$ cat src/sv/assert_macros.svh
// Assertion macros used by the top-level core.
`ifndef ASSERT_MACROS_SVH
`define ASSERT_MACROS_SVH
`ifndef SYNTHESIS
`define TBG_ASSERT_IMP(lbl, clk, rstn, ante, cons) \
	lbl: assert property (@(posedge clk) disable iff (!rstn) (ante) |-> (cons)) \
	else $error("assertion failed");
`define TBG_ASSERT_NXT(lbl, clk, rstn, ante, cons) \
	lbl: assert property (@(posedge clk) disable iff (!rstn) (ante) |=> (cons)) \
	else $error("assertion failed");
`else
`define TBG_ASSERT_IMP(lbl, clk, rstn, ante, cons)
`define TBG_ASSERT_NXT(lbl, clk, rstn, ante, cons)
`endif
`endif

$ cat src/sv/tbgeq_mul.sv
// Shared signed multiplier with a registered product.
module tbgeq_mul (
	input  logic               clk,
	input  logic signed [32:0] a,
	input  logic signed [32:0] b,
	output logic signed [65:0] p_s1
);
	always_ff @(posedge clk) begin
		p_s1 <= a * b;
	end
endmodule

$ cat config.mk
export PLATFORM = sky130hd
export DESIGN_NAME = tbgeq_mul
export DESIGN_NICKNAME = d
export VERILOG_FILES = /design/src/sv/assert_macros.svh /design/src/sv/tbgeq_mul.sv
export SDC_FILE = /design/constraint.sdc
export NUM_CORES = 2
export LEC_CHECK = 0
export BUFFER_PORTS_ARGS = -buffer_cell sky130_fd_sc_hd__buf_2
export CORE_MARGIN = 2
export CORE_UTILIZATION = 40
export DETAILED_ROUTE_END_ITERATION = 10
export SYNTH_ARGS = -nofsm -noshare
export SYNTH_HDL_FRONTEND = slang
export SYNTH_SLANG_ARGS = --single-unit
$ cat constraint.sdc
create_clock -name clk -period 26.7 [get_ports clk]
set_clock_uncertainty 0.1 [all_clocks]
set_input_delay 8.01 -clock clk [delete_from_list [all_inputs] [get_ports clk]]
set_output_delay 8.01 -clock clk [all_outputs]
set_load 0.005 [all_outputs]
; ---- After elaboration in Yosys (flattened, before gate mapping)
; Index checks and enable logic that the tools add are counted.
; W data, S select, Z words.
[word_totals]
word_cells = 2
in_bits = 67
ff_bits = 66
[op_classes]
mul = 1
[ops]
columns = op, count
row1 = $mul A33 B33 Y66, 1

; ---- Depth between registers and ports, before layout
[logic_depth]
word_depth = 1
depth_mapped = 27
depth_no_buf = 26

; ---- Least setup slack after synthesis
; No wires, ideal clock.
[synth_timing]
path_kind = input to register
startpoint = input port a[32]
endpoint = register p_s1[62]
n_path_buf = 2
setup_slack_ps = 11354
stages = 23
t_arrival_ps = 15167
path_cell_list = clkbuf_1 -> nand2_1 -> inv_1 -> fa_1 -> fa_1 -> fa_1 -> fa_1 -> fa_1 -> fa_1 -> fa_1 -> inv_1 -> fa_1 -> inv_1 -> ha_1 -> clkbuf_1 -> and3_1 -> nand3_1 -> nand2b_1 -> a2111oi_4 -> a211oi_4 -> a21o_2 -> a21o_1 -> a211oi_2
[synth_via]
elab_chain_cells = 1
[synth_lines]
columns = element, line
row1 = start: declaration, tbgeq_mul.sv:4  ; input logic signed [32:0] a,
row2 = $mul A33 B33 Y66, tbgeq_mul.sv:9  ; p_s1 <= a * b;
row3 = end signal: assignment, tbgeq_mul.sv:9
row4 = end: declaration, tbgeq_mul.sv:6  ; output logic signed [65:0] p_s1
; Every way passes these cells.

; ---- Worst setup path after layout
[layout_timing]
startpoint = input port b[0]
endpoint = register p_s1[58]
[layout_via]
elab_chain_cells = 1
[layout_lines]
columns = element, line
row1 = start: declaration, tbgeq_mul.sv:5  ; input logic signed [32:0] b,
row2 = $mul A33 B33 Y66, tbgeq_mul.sv:9
; Every way passes these cells.

==> flow_summary.yaml <==
yosys:
  yosysTopAreaCell: "fa_1"
  synth.avg_cell_area_sq_um: 9.390
  yosys_warnings: 0
  post_synth_num_cell_types: 80
  synthArstFlopShare: 0
  postSynthCellCount: 4338
  synth_seq_cells: 66
  synth-main-ff-cell: "dfxtp_1"
  synthTopCellsByArea: "fa_1, inv_1, and2_1"
  synth_nets: 5767
  netlist_area_sq_um: 40730
  yosys.area.top_type_share: 0.5627
  synth.yosys.seq_area_share: 0.03244
  synth-edff-count: 0
cts:
  cts-resized-gates: 0
  h-tree-depth: 3
  clk_pin_slew_ns: 0.07
  cts_sinks: 66
  postCtsHoldBufs: 0
  cts_setup_buffers: 0
  clockBufferDepth: 2
  cts_buffers: 9
  tritoncts: "done"
  cts-root-buf: "clkbuf_16"
routing:
  route.vias.total: 28150
  wl_per_cell_um: 19.41
  routed_wl_um: 109900
  drtIter0Drc: 1276
  drtPass1Iterations: 5
  viasPerCell: 4.969
  ant_nets: 0
  drc: 0
finish:
  seq_area_sq_um: 1321
  multi_input_area_sq_um: 34320
  top_register: "p_s1"
  largest_reg_flops: 66
  stdcell_count: 5665
  nets: 5719
  layout-drive-gt1-share: 0.05006
  fillers: 10020
  area_delta_synth_final_pct: 5.025
  largestRegisters: "p_s1: 66 flops"
timing:
  layout_setup_ws_ns: 10.48
  clock.fmax_ghz: 0.06164
  rsz0062_at_grt: "false"
  worst_pin_slew_ns: 1.213
  period_share: 0.6076
  max_slew_margin: 0.1915
  hold_viol_final: 0
  fin_crit_ns: 16.22
  setup_violations: 0
  fin_tns_setup_ns: 0
  finalMaxSlewViolations: 0
run_status:
  status: "finished clean"
worst_hold_path:
  worstHoldPathType: "in2reg"
  min_to: "p_s1[0]"
  min_path_cells: 3
  hp-start: "a[0]"
placement:
  place.gp.congestion: 0.8725
  dp.cells: 5647
  dp_hpwl_um: 88950
  pre_cts_slack_ns: 10.03
  port_buffers: 132
floorplan:
  io_pins: 133
  initial_core_util: 0.4015
  die_height_um: 323.1
  core-area_sq_um: 101400
  die_w_um: 323.1
  dieArea_sq_um: 104400
  rows: 117
setup_path:
  worstPathArrival_ns: 16.40
  cp_max_fo: 33
  start_kind: "input pin"
  worst-setup-path-type: "in2reg"
  cp-end-kind: "register"
  critical_path_required_ns: 26.88
global_route:
  grt-ovfl-total: 0
  antenna_found_initial: 7
  grt_pass1_wl_um: 180200
  track_usage: 0.2260
  grt_pass1_vias: 31550
  grt_max_degree: 34
job:
  drv_cap: 0
-- metal layers --
metal / vias up / track usage / part of all wire
li1: 12230 / - / -
met1: 14940 / 0.2951 / 0.41
met2: 778 / 0.3824 / 0.49
met3: 193 / 0.03794 / 0.064
met4: 10 / 0.07442 / 0.034
met5: - / 0 / 0.00067
-- through the flow --
step	instance area (sq um)	util	hold slack (ns)
5_1_grt	42780	0.4217	8.149
3_3_place_gp	42480	0.4187	8.286
4_1_cts	42780	0.4217	8.101
2_1_floorplan	40730	-	8.037
6_report	42780	0.4217	8.133
3_5_place_dp	42480	0.4187	8.285
-- synth_stat cells, drive strengths merged (3+ instances only) --
master / count
a21o: 38
a31oi: 9
nor4: 3
a211o: 6
and2: 563
nor3: 7
or2: 3
dfxtp: 66
a21boi: 3
and3: 6
or3: 3
a221oi: 3
o21bai: 11
nand2b: 12
nor2: 68
nand3: 26
a211oi: 11
fa: 1145
clkbuf: 208
o211ai: 5
xor2: 25
ha: 217
and4: 5
xnor2: 43
a21oi: 61
o21a: 6
nor2b: 5
nand2: 551
nand4: 12
o21ai: 33
o31ai: 7
inv: 1131
buf: 13
-- worst max-delay path by stage --
stage	end	start	depth (start not counted)
after floorplan	p_s1[62]	a[32]	23
after global placement	p_s1[58]	a[32]	22
after detailed placement	p_s1[58]	a[32]	22
after CTS	p_s1[58]	a[32]	22
after global routing	p_s1[58]	a[32]	22
final	p_s1[58]	b[0]	22
-- critical path: stages --
cell	delay (ns)
buf_2	0.54
nand2_1	0.19
inv_1	0.17
fa_1	0.51
fa_1	0.64
fa_1	0.73
fa_1	1.29
fa_1	0.58
fa_1	0.53
fa_1	0.50
inv_1	0.05
fa_1	0.50
inv_1	0.05
ha_1	0.38
and3_1	0.23
nand3_1	0.13
nand2b_1	0.22
nor2_1	0.11
a211oi_4	0.51
a21oi_2	0.15
nor4b_2	0.27
a311oi_1	0.07
-- cell type report --
class,instances,area share
clock buffers,9,0.005264
repair buffers,162,0.02071
flip-flops and latches,66,0.03088
multi-input cells,2920,0.8021
clock inverters,7,0.001638
well taps,1368,0.04001
diodes,2,0.0001170
inverters,1131,0.09923
-- cells by family (layout without fill, tap and decap cells) --
group / after synthesis / count (layout) / share of synthesized area
AO/OA/AOI/OAI: 219 / 219 / 0.04067
XOR/XNOR: 68 / 68 / 0.01462
adder cells (fa/ha/maj): 1362 / 1362 / 0.6294
buffers and inverters: 1352 / 1309 / 0.1251
flip-flops: 66 / 66 / 0.03244
other: 0 / 2 / 0
AND/OR/NAND/NOR: 1271 / 1271 / 0.1578
-- cell usage in the layout, fill, tap and decap left out, types with 3 or more instances in the layout --
master     count
nor2b_1        5
xnor2_1       43
o21a_1         6
a211o_1        6
o21bai_1      11
nand2_1      551
buf_2        132
nand3_1       25
and3_1         5
or3_1          3
o21ai_1        6
a31oi_1        8
nand4_1       11
o211ai_1       4
a211oi_2       3
dfxtp_1       66
and4_1         5
ha_1         217
o31ai_4        3
nor2_1        68
and2_1       562
or2_2          3
a21oi_2        3
a211oi_1       7
a21o_1        36
buf_4         30
fa_1        1145
o21ai_0       25
xor2_1        25
nor3_1         7
clkbuf_16      9
clkinv_2       3
a21oi_1       57
inv_1       1131
nand2b_1      12
Power is left out: the tool's default activity adds up to more than one toggle a clock period on the data nets, which glitch-free logic cannot reach.
