File: src/sv/assert_macros.svh
// Assertion macros used by the top-level core.
`ifndef ASSERT_MACROS_SVH
`define ASSERT_MACROS_SVH
`ifndef SYNTHESIS
`define TBG_ASSERT_IMP(lbl, clk, rstn, ante, cons) \
	lbl: assert property (@(posedge clk) disable iff (!rstn) (ante) |-> (cons)) \
	else $error("assertion failed");
`define TBG_ASSERT_NXT(lbl, clk, rstn, ante, cons) \
	lbl: assert property (@(posedge clk) disable iff (!rstn) (ante) |=> (cons)) \
	else $error("assertion failed");
`else
`define TBG_ASSERT_IMP(lbl, clk, rstn, ante, cons)
`define TBG_ASSERT_NXT(lbl, clk, rstn, ante, cons)
`endif
`endif

File: src/sv/tbgeq_pkg.sv
// Types, codes and saturation helpers of the graphic equalizer and limiter.
package tbgeq_pkg;
	localparam int BANDS_DEF   = 10;
	localparam int COEF_WORDS  = 6;
	localparam logic [1:0] CMD_SAMPLE = 2'd0;
	localparam logic [1:0] CMD_WRITE  = 2'd1;
	localparam logic [1:0] CMD_CLEAR  = 2'd2;
	localparam logic [2:0] SEL_GAIN   = 3'd6;
	localparam logic [1:0] CFG_LIMIT_EN = 2'd0;
	localparam logic [1:0] CFG_DECAY    = 2'd1;
	localparam logic [1:0] CFG_TRIM     = 2'd2;
	localparam logic [31:0] DECAY_RST = 32'd4294006297;
	localparam logic [22:0] TRIM_RST  = 23'd7801405;

	typedef struct packed {
		logic [1:0]         cmd;
		logic signed [23:0] sample;
		logic [3:0]         band;
		logic [2:0]         word_sel;
		logic signed [31:0] coef_value;
	} req_t;

	typedef struct packed {
		logic signed [23:0] out_sample;
		logic               trimmed;
	} rsp_t;

	typedef struct packed {
		logic start;
	} div_ctl_t;

	typedef struct packed {
		logic busy;
		logic done;
	} div_sts_t;

	function automatic logic signed [31:0] sat32(input logic signed [39:0] v);
		logic signed [31:0] r;
		if (v[39:31] == {9{v[39]}})
			r = v[31:0];
		else
			r = v[39] ? {1'b1, 31'b0} : {1'b0, {31{1'b1}}};
		return r;
	endfunction

	function automatic logic signed [23:0] sat24(input logic signed [27:0] v);
		logic signed [23:0] r;
		if (v[27:23] == {5{v[27]}})
			r = v[23:0];
		else
			r = v[27] ? {1'b1, 23'b0} : {1'b0, {23{1'b1}}};
		return r;
	endfunction
endpackage

File: src/sv/tbgeq_div.sv
// Restoring divider, one quotient bit per cycle, 32-bit quotient.
module tbgeq_div (
	input  logic                clk,
	input  logic                arst_n,
	input  tbgeq_pkg::div_ctl_t ctl,
	input  logic [63:0]         dividend,
	input  logic [31:0]         divisor,
	output tbgeq_pkg::div_sts_t sts,
	output logic [31:0]         quot
);
	import tbgeq_pkg::*;

	logic [31:0] rem_q;
	logic [31:0] quo_q;
	logic [31:0] dsr_q;
	logic [5:0]  cnt_q;
	logic        busy_q;
	logic        done_q;
	logic [32:0] shifted;
	logic        fits;

	assign shifted = {rem_q, quo_q[31]};
	assign fits    = shifted >= {1'b0, dsr_q};

	always_ff @(posedge clk or negedge arst_n) begin
		if (!arst_n) begin
			busy_q <= 1'b0;
			done_q <= 1'b0;
			cnt_q  <= '0;
		end else begin
			done_q <= 1'b0;
			if (ctl.start) begin
				busy_q <= 1'b1;
				cnt_q  <= 6'd32;
			end else if (busy_q) begin
				cnt_q <= cnt_q - 6'd1;
				if (cnt_q == 6'd1) begin
					busy_q <= 1'b0;
					done_q <= 1'b1;
				end
			end
		end
	end

	always_ff @(posedge clk) begin
		if (ctl.start) begin
			rem_q <= dividend[63:32];
			quo_q <= dividend[31:0];
			dsr_q <= divisor;
		end else if (busy_q) begin
			rem_q <= fits ? 32'(shifted - {1'b0, dsr_q}) : shifted[31:0];
			quo_q <= {quo_q[30:0], fits};
		end
	end

	assign sts.busy = busy_q;
	assign sts.done = done_q;
	assign quot     = quo_q;
endmodule

File: config.mk
export PLATFORM = sky130hd
export DESIGN_NAME = tbgeq_div
export DESIGN_NICKNAME = d
export VERILOG_FILES = /design/src/sv/assert_macros.svh /design/src/sv/tbgeq_pkg.sv /design/src/sv/tbgeq_div.sv
export SDC_FILE = /design/constraint.sdc
export NUM_CORES = 1
export LEC_CHECK = 0
export ABC_CLOCK_PERIOD_IN_PS = 2900
export BUFFER_PORTS_ARGS = -buffer_cell sky130_fd_sc_hd__clkbuf_2
export CORE_AREA = 2 2 134 103
export CTS_CLUSTER_SIZE = 8
export DETAILED_ROUTE_END_ITERATION = 16
export DIE_AREA = 0 0 136 105
export GPL_ROUTABILITY_DRIVEN = 0
export PLACE_DENSITY = 0.75
export SLEW_MARGIN = 5
export SYNTH_ARGS = -nofsm -noshare
export SYNTH_HDL_FRONTEND = slang
export SYNTH_SLANG_ARGS = --single-unit
export TNS_END_PERCENT = 50
File: constraint.sdc
create_clock -name clk -period 2.9 [get_ports clk]
set_input_delay 0.435 -clock clk [delete_from_list [all_inputs] [get_ports clk]]
set_output_delay 0.435 -clock clk [all_outputs]
set_load 0.01 [all_outputs]
### Word-level counts from Yosys, hierarchy flattened

Index checks and enable logic that the tools add are counted.

* add/subtract/negate cells: 2
* order comparisons: 1
* equal/unequal tests: 1
* multiplexer cells: 13
* reduce and logical (&&, ||, !) cells: 1

Operators with widths (number)
* 32-bit two-way mux: 5
* 33-bit by 32-bit >= comparator with 1-bit output: 1
* 32-bit subtractor: 1
* 6-bit two-way mux: 2
* 6-bit by 1-bit == test with 1-bit output, second input constant: 1
* 1-bit two-way mux: 6
* 6-bit by 1-bit subtractor with 6-bit output, second input constant: 1
* 2-bit nonzero test: 1

* bits in registers: 104
* output and inout port bits: 34
* word-level logic and storage cells: 24

### Depth between registers and ports, before layout

Gate-level depths: netlist of the first run.

* word-level depth: 4
* mapped depth: 13
* mapped depth without buffers: 12

### Worst setup path after synthesis of the first run

Ideal clock, no wire load.

* path type: reg2reg
* start point: register quo_q[31] (netlist: quot[31])
* end point: register rem_q[28] (data pin)
* library setup time: 0.266 ns
* data arrival time: 2.649 ns
* required time: 2.634 ns
* setup slack: -0.015 ns
* stages on the path, launching flop included: 13
* path buffers: 0
* path through: edfxtp_1 -> inv_1 -> ha_1 -> inv_1 -> fa_1 -> a21oi_1 -> o21ai_0 -> a211oi_1 -> a21oi_1 -> a31o_2 -> a21boi_0 -> nor4b_2 -> nor3_1

* cells in the longest elaborated chain, start to end: 4

Ends and longest elaborated chain
* from (decl): line tbgeq_div.sv:14 `logic [31:0] quo_q;`
* from (signal assigned): line tbgeq_div.sv:48 `quo_q <= dividend[31:0];`
* from (signal assigned): line tbgeq_div.sv:52 `quo_q <= {quo_q[30:0], fits};`
* 32-bit subtractor / 33-bit by 32-bit >= comparator with 1-bit output (equally long branches): line tbgeq_div.sv:51, tbgeq_div.sv:23
* 32-bit two-way mux (*): line tbgeq_div.sv:51 `rem_q <= fits ? 32'(shifted - {1'b0, dsr_q}) : shifted[31:0];`
* 32-bit two-way mux (*): line tbgeq_div.sv:50 `end else if (busy_q) begin`
* 32-bit two-way mux (*): line tbgeq_div.sv:46 `if (ctl.start) begin`
* to (signal assigned): line tbgeq_div.sv:47 `rem_q <= dividend[63:32];`
* to (signal assigned): line tbgeq_div.sv:51
* to (decl): line tbgeq_div.sv:13 `logic [31:0] rem_q;`

Every way passes the cells marked *; elsewhere a longest branch is shown, timed or not. The select of a mux whose other input is x is not followed.
A chain may end at the register's enable or synchronous reset.

### Worst setup path in the final report of the first run

* start point: register dsr_q[1]
* end point: register rem_q[29] (data pin)

* cells in the longest elaborated chain, start to end: 4

Ends and longest elaborated chain
* from (decl): line tbgeq_div.sv:15 `logic [31:0] dsr_q;`
* from (signal assigned): line tbgeq_div.sv:49 `dsr_q <= divisor;`
* 32-bit subtractor / 33-bit by 32-bit >= comparator with 1-bit output (equally long branches): line tbgeq_div.sv:51, tbgeq_div.sv:23
* 32-bit two-way mux (*): line tbgeq_div.sv:51
* 32-bit two-way mux (*): line tbgeq_div.sv:50
* 32-bit two-way mux (*): line tbgeq_div.sv:46

Marks and branches as above.

==> results of run 1 <==
[cells in the final DEF (no fill, tap or decap), types with 5 or more instances in the layout]
| cell type | Yosys | final |
|---|---|---|
| sky130_fd_sc_hd__a21o_1 | 15 | 15 |
| sky130_fd_sc_hd__a21oi_1 | 56 | 53 |
| sky130_fd_sc_hd__a31oi_1 | 7 | 5 |
| sky130_fd_sc_hd__and2_1 | 8 | 8 |
| sky130_fd_sc_hd__and3_1 | 7 | 7 |
| sky130_fd_sc_hd__buf_4 | 5 | 51 |
| sky130_fd_sc_hd__clkbuf_16 | 0 | 10 |
| sky130_fd_sc_hd__clkbuf_2 | 0 | 131 |
| sky130_fd_sc_hd__dfrtp_1 | 8 | 8 |
| sky130_fd_sc_hd__edfxtp_1 | 96 | 96 |
| sky130_fd_sc_hd__ha_1 | 34 | 21 |
| sky130_fd_sc_hd__ha_4 | 0 | 9 |
| sky130_fd_sc_hd__inv_1 | 41 | 37 |
| sky130_fd_sc_hd__inv_2 | 1 | 5 |
| sky130_fd_sc_hd__mux2_2 | 32 | 32 |
| sky130_fd_sc_hd__mux2i_1 | 26 | 24 |
| sky130_fd_sc_hd__nand2_1 | 29 | 29 |
| sky130_fd_sc_hd__nand3_1 | 8 | 8 |
| sky130_fd_sc_hd__nand4_1 | 9 | 9 |
| sky130_fd_sc_hd__nor2_1 | 46 | 45 |
| sky130_fd_sc_hd__nor3_1 | 6 | 5 |
| sky130_fd_sc_hd__o211ai_1 | 6 | 6 |
| sky130_fd_sc_hd__o21ai_0 | 21 | 17 |
| sky130_fd_sc_hd__o21ai_1 | 3 | 7 |
| sky130_fd_sc_hd__xnor2_1 | 19 | 18 |
| sky130_fd_sc_hd__xor2_1 | 11 | 11 |
[repair_timing]
action | 4_1_cts | 5_1_grt
hold buffers | 1 | 0
resized for setup | 4 | 49
setup endpoints to repair | 5 | 31
cloned | 0 | 1
pin swaps | 1 | 25
endpoints found under the hold margin | 8 | 0
buffers inserted | 1 | 16
[state kept, by name, summed over array words and instances (netlist names)]
signal and flops:
dsr_q 32, busy_q 1, done_q 1, cnt_q 6, quot 32, rem_q 32
[worst max-delay path by stage]
stage / end / startpoint / slack (ns) / depth (start not counted)
2_1_floorplan: rem_q[28] / quot[31] / 0.08 / 12
6_report: rem_q[29] / dsr_q[1] / 0.03 / 12
4_1_cts: rem_q[30] / quot[31] / 0.005 / 13
3_5_place_dp: rem_q[28] / quot[31] / -0.13 / 12
5_1_grt: rem_q[22] / quot[31] / -0.11 / 14
3_3_place_gp: rem_q[28] / quot[31] / -0.03 / 12
[kinds of logic (layout without fill, tap and decap cells)]
group | Yosys count | after routing | share of synthesized area [%]
DFF | 104 | 104 | 48.19
muxes | 59 | 59 | 9.935
and+or+nand+nor | 131 | 131 | 10.19
adders and majority gates | 35 | 35 | 6.963
xor gates and xnor gates | 30 | 30 | 4.107
buffers and inverters | 73 | 247 | 5.652
AOI/OAI and AO/OA | 144 | 144 | 14.96
[final cells by class]
type                            instances  area, sq um
Inverter                               42        157.7
Clock inverter                          6        50.05
Fill cell                            1044         4762
Sequential cell                       104         3083
Timing Repair Buffer                  189         1156
Clock buffer                           10        229.0
Tap cell                              171        214.0
Multi-Input combinational cell        399         3231
[where the power goes]
group          total (mW)  switching, mW  internal (mW)  leakage, nW
logic                4.82           2.47           2.35         2.35
clock network        1.18          0.587          0.596        0.131
registers            2.39          0.264           2.12         1.08
[layer usage]
layer	GRT usage, %	vias up	wire length, um
li1	-	2470	-
met1	30.71	2443	7120
met2	33.20	209	7280
met3	6.890	19	1406
met4	5.357	0	184
met5	0	-	0
[stage by stage]
stage,setup WS [ns],hold slack [ns],instances,TNS [ns],area (sq um)
4_1_cts,0.004747,0.2332,904,0,7719
2_1_floorplan,0.08399,0.1394,576,0,6402
3_5_place_dp,-0.1276,0.2944,886,-0.1608,7408
6_report,0.03091,0.2440,921,0,8120
3_3_place_gp,-0.03117,0.2837,886,-0.03117,7408
5_1_grt,-0.1059,0.2310,921,-0.6422,8120
==> load_flow_metrics.sql, run 1 <==
INSERT INTO impl_metrics (metric_group, metric, value, unit) VALUES
('floorplanning', 'floorplan.rows', '36', ''),
('clock_tree', 'clock_latency', '0.36', 'ns'),
('cells_and_area', 'post-route-util', '63.03', '%'),
('yosys', 'synth_sequential_area_ratio', '48.19', '%'),
('setup_path', 'crit_buf_inv', '3', ''),
('setup_path', 'critical_path.top_delay_family', 'compound AO/OA/AOI/OAI gates', ''),
('sta', 'worstMarginPinSlew', '0.6291', 'ns'),
('sta', 'setup_repair_after_global_routing_missed_its_margin', 'yes', ''),
('power_and_ir_drop', 'cellPowerDensity', '1033', 'mW/mm^2'),
('flow_run', 'max_cap_viol_count', '0', ''),
('yosys', 'synth.cells.most_frequent', 'sky130_fd_sc_hd__edfxtp_1 (96), sky130_fd_sc_hd__a21oi_1 (56), sky130_fd_sc_hd__nor2_1 (46)', ''),
('grt', 'grt_start_max_net_pins', '53', ''),
('setup_path', 'critical_path.max_fanout', '4', ''),
('cells_and_area', 'area.growth.synth_to_final', '26.93', '%'),
('yosys', 'syn_inst_count', '576', ''),
('setup_path', 'timing.critical_path.slowest_cell_delay', '0.38', 'ns'),
('clock_tree', 'cts_root_buffer', 'sky130_fd_sc_hd__clkbuf_16', ''),
('sta', 'number_of_hold_violations_in_the_final_report', '0', ''),
('placement', 'io_buffer_count', '132', ''),
('yosys', 'asyncSetResetFlopFracSynth', '7.692', '%'),
('grt', 'gr-total-overflow', '0', ''),
('hold_path', 'hold_startpoint', 'divisor[1]', ''),
('clock_tree', 'ctsHtreeMaxLevel', '3', ''),
('cells_and_area', 'drive_above_1_share', '38.13', '%'),
('grt', 'grt_pass1_wl', '24680', 'um'),
('setup_path', 'rrSetupSlack', '0.03', 'ns'),
('sta', 'setup_viol', '0', ''),
('setup_path', 'cp_data_required_time', '2.99', 'ns'),
('setup_path', 'timing.setup.critical_path_class', 'reg -> reg', ''),
('cells_and_area', 'finish.net_count', '879', ''),
('hold_path', 'whs_path_depth', '1', ''),
('drt', 'first_pass_iters', '5', ''),
('drt', 'totalWireLength', '15990', 'um'),
('power_and_ir_drop', 'total_power', '8.387', 'mW'),
('clock_tree', 'clk_pin_slew_worst_paths', '0.08', 'ns'),
('setup_path', 'critical_path.slowest_cell', 'sky130_fd_sc_hd__edfxtp_1', ''),
('yosys', 'yosys.cell_count.top_type', 'sky130_fd_sc_hd__edfxtp_1', ''),
('setup_path', 'worst_setup_path_end_kind', 'flop', ''),
('setup_path', 'worst_r2r_endpoint', 'rem_q[29]', ''),
('drt', 'routed_via_density', '5.582', ''),
('clock_tree', 'clock_sink_count', '104', ''),
('sta', 'skew', '0.01078', 'ns'),
('setup_path', 'regToRegStartpoint', 'dsr_q[1]', ''),
('setup_path', 'arrival', '2.96', 'ns'),
('clock_tree', 'clock_tree.buffer_depth', '2', ''),
('yosys', 'synth.ff_latch_count', '104', ''),
('status', 'outcome', 'finished clean', ''),
('sta', 'fin_crit', '2.869', 'ns'),
('power_and_ir_drop', 'leakage', '3.558', 'nW'),
('grt', 'antenna_found_initial', '0', ''),
('drt', 'detailedRoute.firstIterationViolations', '372', ''),
('sta', 'final_min_period_over_clock_period', '98.93', '%'),
('drt', 'vias', '5141', ''),
('grt', 'first_global_vias', '4992', ''),
('drt', 'remaining_antenna_violation_count_after_routing', '0', ''),
('drt', 'drt_drc_violations_left', '0', ''),
('hold_path', 'class_of_the_tightest_hold_or_removal_check', 'in -> reg', ''),
('floorplanning', 'core_region_area', '0.01288', 'sq mm'),
('setup_path', 'critical-path-top-cell-by-count', 'sky130_fd_sc_hd__a31oi_4', ''),
('floorplanning', 'io-pin-count', '133', ''),
('yosys', 'synth.cell_area', '0.006397', 'sq mm'),
('yosys', 'synthesis.area_per_instance', '11.11', 'sq um'),
('yosys', 'synth_top_area_cell', 'sky130_fd_sc_hd__edfxtp_1', ''),
('placement', 'dpl.hpwl', '11340', 'um'),
('yosys', 'mappedNetlistNets', '710', ''),
('floorplanning', 'die_width', '136', 'um'),
('setup_path', 'critPathLaunchType', 'flop', ''),
('floorplanning', 'initial_utilization', '49.66', '%'),
('floorplanning', 'die_area', '0.01428', 'sq mm'),
('sta', 'slew_viol_final', '0', ''),
('yosys', 'synth-edff-count', '96', '');
Note: power is estimated with default switching activity, not from simulation.
==> inputs of run 2 (changes only) <==
- CORE_AREA: 2 2 134 103 -> 2 2 117 119
- DIE_AREA: 0 0 136 105 -> 0 0 119 121
- PLACE_DENSITY: 0.75 -> 0.74
==> run 2 against run 1 <==
Sequential share of layout area is 0.81 points higher. Utilization is 2.3 points lower. Wire length is 1.1% lower. Critical path depth is 1 lower. Worst hold slack worse by 0.0028 ns. Combinational power is 5.6% lower. Clock-buffer cell count is 1 lower. Die area is 0.83% higher. Critical path type unchanged. Critical endpoint is now rem_q[15]. Largest power group unchanged.
==> load_flow_metrics.sql, run 2 (synthesis results as in run 1) <==
INSERT INTO impl_metrics (metric_group, metric, value, unit) VALUES
('sta', 'achievable-frequency', '356.3', 'MHz'),
('floorplanning', 'die_width', '119', 'um'),
('floorplanning', 'die_area', '0.01440', 'sq mm'),
('drt', 'totalWireLength', '15810', 'um'),
('floorplanning', 'io-pin-count', '133', ''),
('setup_path', 'cp_data_required_time', '3.01', 'ns'),
('grt', 'gr-total-overflow', '0', ''),
('grt', 'first_global_vias', '5228', ''),
('setup_path', 'timing.setup.critical_path_class', 'reg -> reg', ''),
('cells_and_area', 'register_area', '0.003083', 'sq mm'),
('drt', 'routed_via_density', '5.570', ''),
('clock_tree', 'cts_inserted_buffers', '9', ''),
('setup_path', 'regToRegStartpoint', 'rem_q[0]', ''),
('cells_and_area', 'drive_above_1_share', '36.30', '%'),
('setup_path', 'startpoint', 'rem_q[0]', ''),
('floorplanning', 'core_region_area', '0.01309', 'sq mm'),
('clock_tree', 'clock_tree.buffer_depth', '2', ''),
('sta', 'slew_viol_final', '0', ''),
('sta', 'worstMarginPinSlew', '0.5422', 'ns'),
('power_and_ir_drop', 'cellPowerDensity', '1015', 'mW/mm^2'),
('sta', 'setup_viol', '0', ''),
('floorplanning', 'floorplan.rows', '42', ''),
('grt', 'grt_start_max_net_pins', '37', ''),
('drt', 'remaining_antenna_violation_count_after_routing', '0', ''),
('setup_path', 'critical_path.max_fanout', '12', ''),
('grt', 'grt_pass1_wl', '25100', 'um'),
('hold_path', 'class_of_the_tightest_hold_or_removal_check', 'in -> reg', ''),
('drt', 'first_pass_iters', '5', ''),
('grt', 'antenna_found_initial', '0', ''),
('flow_run', 'max_cap_viol_count', '0', ''),
('clock_tree', 'clock_sink_count', '104', ''),
('cells_and_area', 'finish.net_count', '870', ''),
('cells_and_area', 'multi_input_area', '0.003138', 'sq mm'),
('power_and_ir_drop', 'ir_drop', '599.4', 'uV'),
('placement', 'dpl.hpwl', '11510', 'um'),
('setup_path', 'critPathLaunchType', 'flop', ''),
('cells_and_area', 'area.growth.synth_to_final', '24.27', '%'),
('sta', 'number_of_hold_violations_in_the_final_report', '0', ''),
('floorplanning', 'initial_utilization', '48.89', '%'),
('clock_tree', 'clock_latency', '0.37', 'ns'),
('sta', 'fin_setup_tns', '0', 'ns'),
('power_and_ir_drop', 'leakage', '3.485', 'nW'),
('drt', 'mean_routed_wirelength_per_cell', '17.24', 'um'),
('sta', 'fin_crit', '2.806', 'ns'),
('sta', 'skew', '0.01265', 'ns'),
('sta', 'final_min_period_over_clock_period', '96.77', '%'),
('status', 'outcome', 'finished clean', ''),
('cells_and_area', 'final_cell_mix', 'sky130_fd_sc_hd__clkbuf_2 (131), sky130_fd_sc_hd__edfxtp_1 (96), sky130_fd_sc_hd__a21oi_1 (51)', ''),
('setup_path', 'worst_setup_path_end_kind', 'flop', ''),
('drt', 'detailedRoute.firstIterationViolations', '310', ''),
('sta', 'relSlewSlack', '63.64', '%'),
('setup_path', 'arrival', '2.92', 'ns'),
('cells_and_area', 'post-route-util', '60.76', '%'),
('cells_and_area', 'diodes', '0', ''),
('clock_tree', 'clk_pin_slew_worst_paths', '0.07', 'ns'),
('drt', 'vias', '5108', ''),
('clock_tree', 'cts_root_buffer', 'sky130_fd_sc_hd__clkbuf_16', ''),
('floorplanning', 'fp.dieH', '121', 'um'),
('hold_path', 'hold_startpoint', 'divisor[28]', ''),
('placement', 'io_buffer_count', '132', ''),
('clock_tree', 'tritoncts', 'built', ''),
('cells_and_area', 'layout.cells.most_common', 'sky130_fd_sc_hd__clkbuf_2', ''),
('grt', 'global_route.usage.total', '22.12', '%'),
('cells_and_area', 'fillerInstances', '1060', ''),
('drt', 'drt_drc_violations_left', '0', ''),
('clock_tree', 'ctsHtreeMaxLevel', '3', '');
## run 2: critical path, cell delays in order (launching register included)
cell and delay, ns:
sky130_fd_sc_hd__edfxtp_1 0.42, sky130_fd_sc_hd__ha_1 0.33, sky130_fd_sc_hd__nor2b_1 0.15, sky130_fd_sc_hd__o31a_2 0.32, sky130_fd_sc_hd__o211ai_4 0.21, sky130_fd_sc_hd__a31oi_4 0.13
sky130_fd_sc_hd__a31oi_4 0.28, sky130_fd_sc_hd__o311ai_4 0.13, sky130_fd_sc_hd__buf_6 0.17, sky130_fd_sc_hd__buf_12 0.15, sky130_fd_sc_hd__mux2i_1 0.18, sky130_fd_sc_hd__a21oi_1 0.09
## run 2: path summary, 6_finish.rpt
check                       endpoint  slack (ns)  cells after the start
setup / recovery           rem_q[15]        0.09                     11
hold / removal             dsr_q[28]        0.24                      1
setup reg to reg           rem_q[15]        0.09                     11
hold reg to reg             cnt_q[5]        0.58                      2
max in group asynchronous     done_q        2.28                      2
min in group asynchronous   cnt_q[4]        0.45                      2
## run 2: cell type report
class / count / area share (%)
sequential: 104 / 38.78
tap: 176 / 2.770
clock buffer: 9 / 2.833
clock inverter: 7 / 0.5823
multi-input combinational: 399 / 39.47
timing repair buffer: 180 / 13.58
inverter: 42 / 1.983
## run 2: where the power goes
part | switching (mW) | leakage (nW) | internal (mW)
Combinational | 2.38 | 2.28 | 2.16
Sequential | 0.249 | 1.08 | 2.12
Clock | 0.576 | 0.126 | 0.583
Total | 3.21 | 3.49 | 4.86
## run 2: what timing repair did
item	in CTS	in global routing
buffers inserted	1	6
gates resized for setup	3	37
endpoints found under the hold margin	8	0
hold buffers	1	0
cloned	0	0
endpoints found under the setup margin	3	33
pin swaps	1	17
## run 2: per-stage QoR
step           cells  power, mW  hold WS [ns]  area, sq um  setup slack [ns]
2_1_floorplan    576      5.344        0.1394         6402           0.08399
3_3_place_gp     894      6.407        0.2859         7450          -0.02903
3_5_place_dp     894      6.550        0.2883         7450           -0.1882
4_1_cts          912      7.778        0.2280         7752          -0.02965
5_1_grt          917      8.590        0.2258         7950          -0.01392
6_report         917      8.073        0.2411         7950           0.09357
## run 2: per-layer routing
layer | vias up | track usage (%) | part of all wire, %
met5 | - | 0 | 0
met4 | 0 | 5.952 | 1.4
met3 | 17 | 7.801 | 8.2
met2 | 216 | 38.61 | 50
met1 | 2426 | 25.89 | 40
li1 | 2449 | - | -
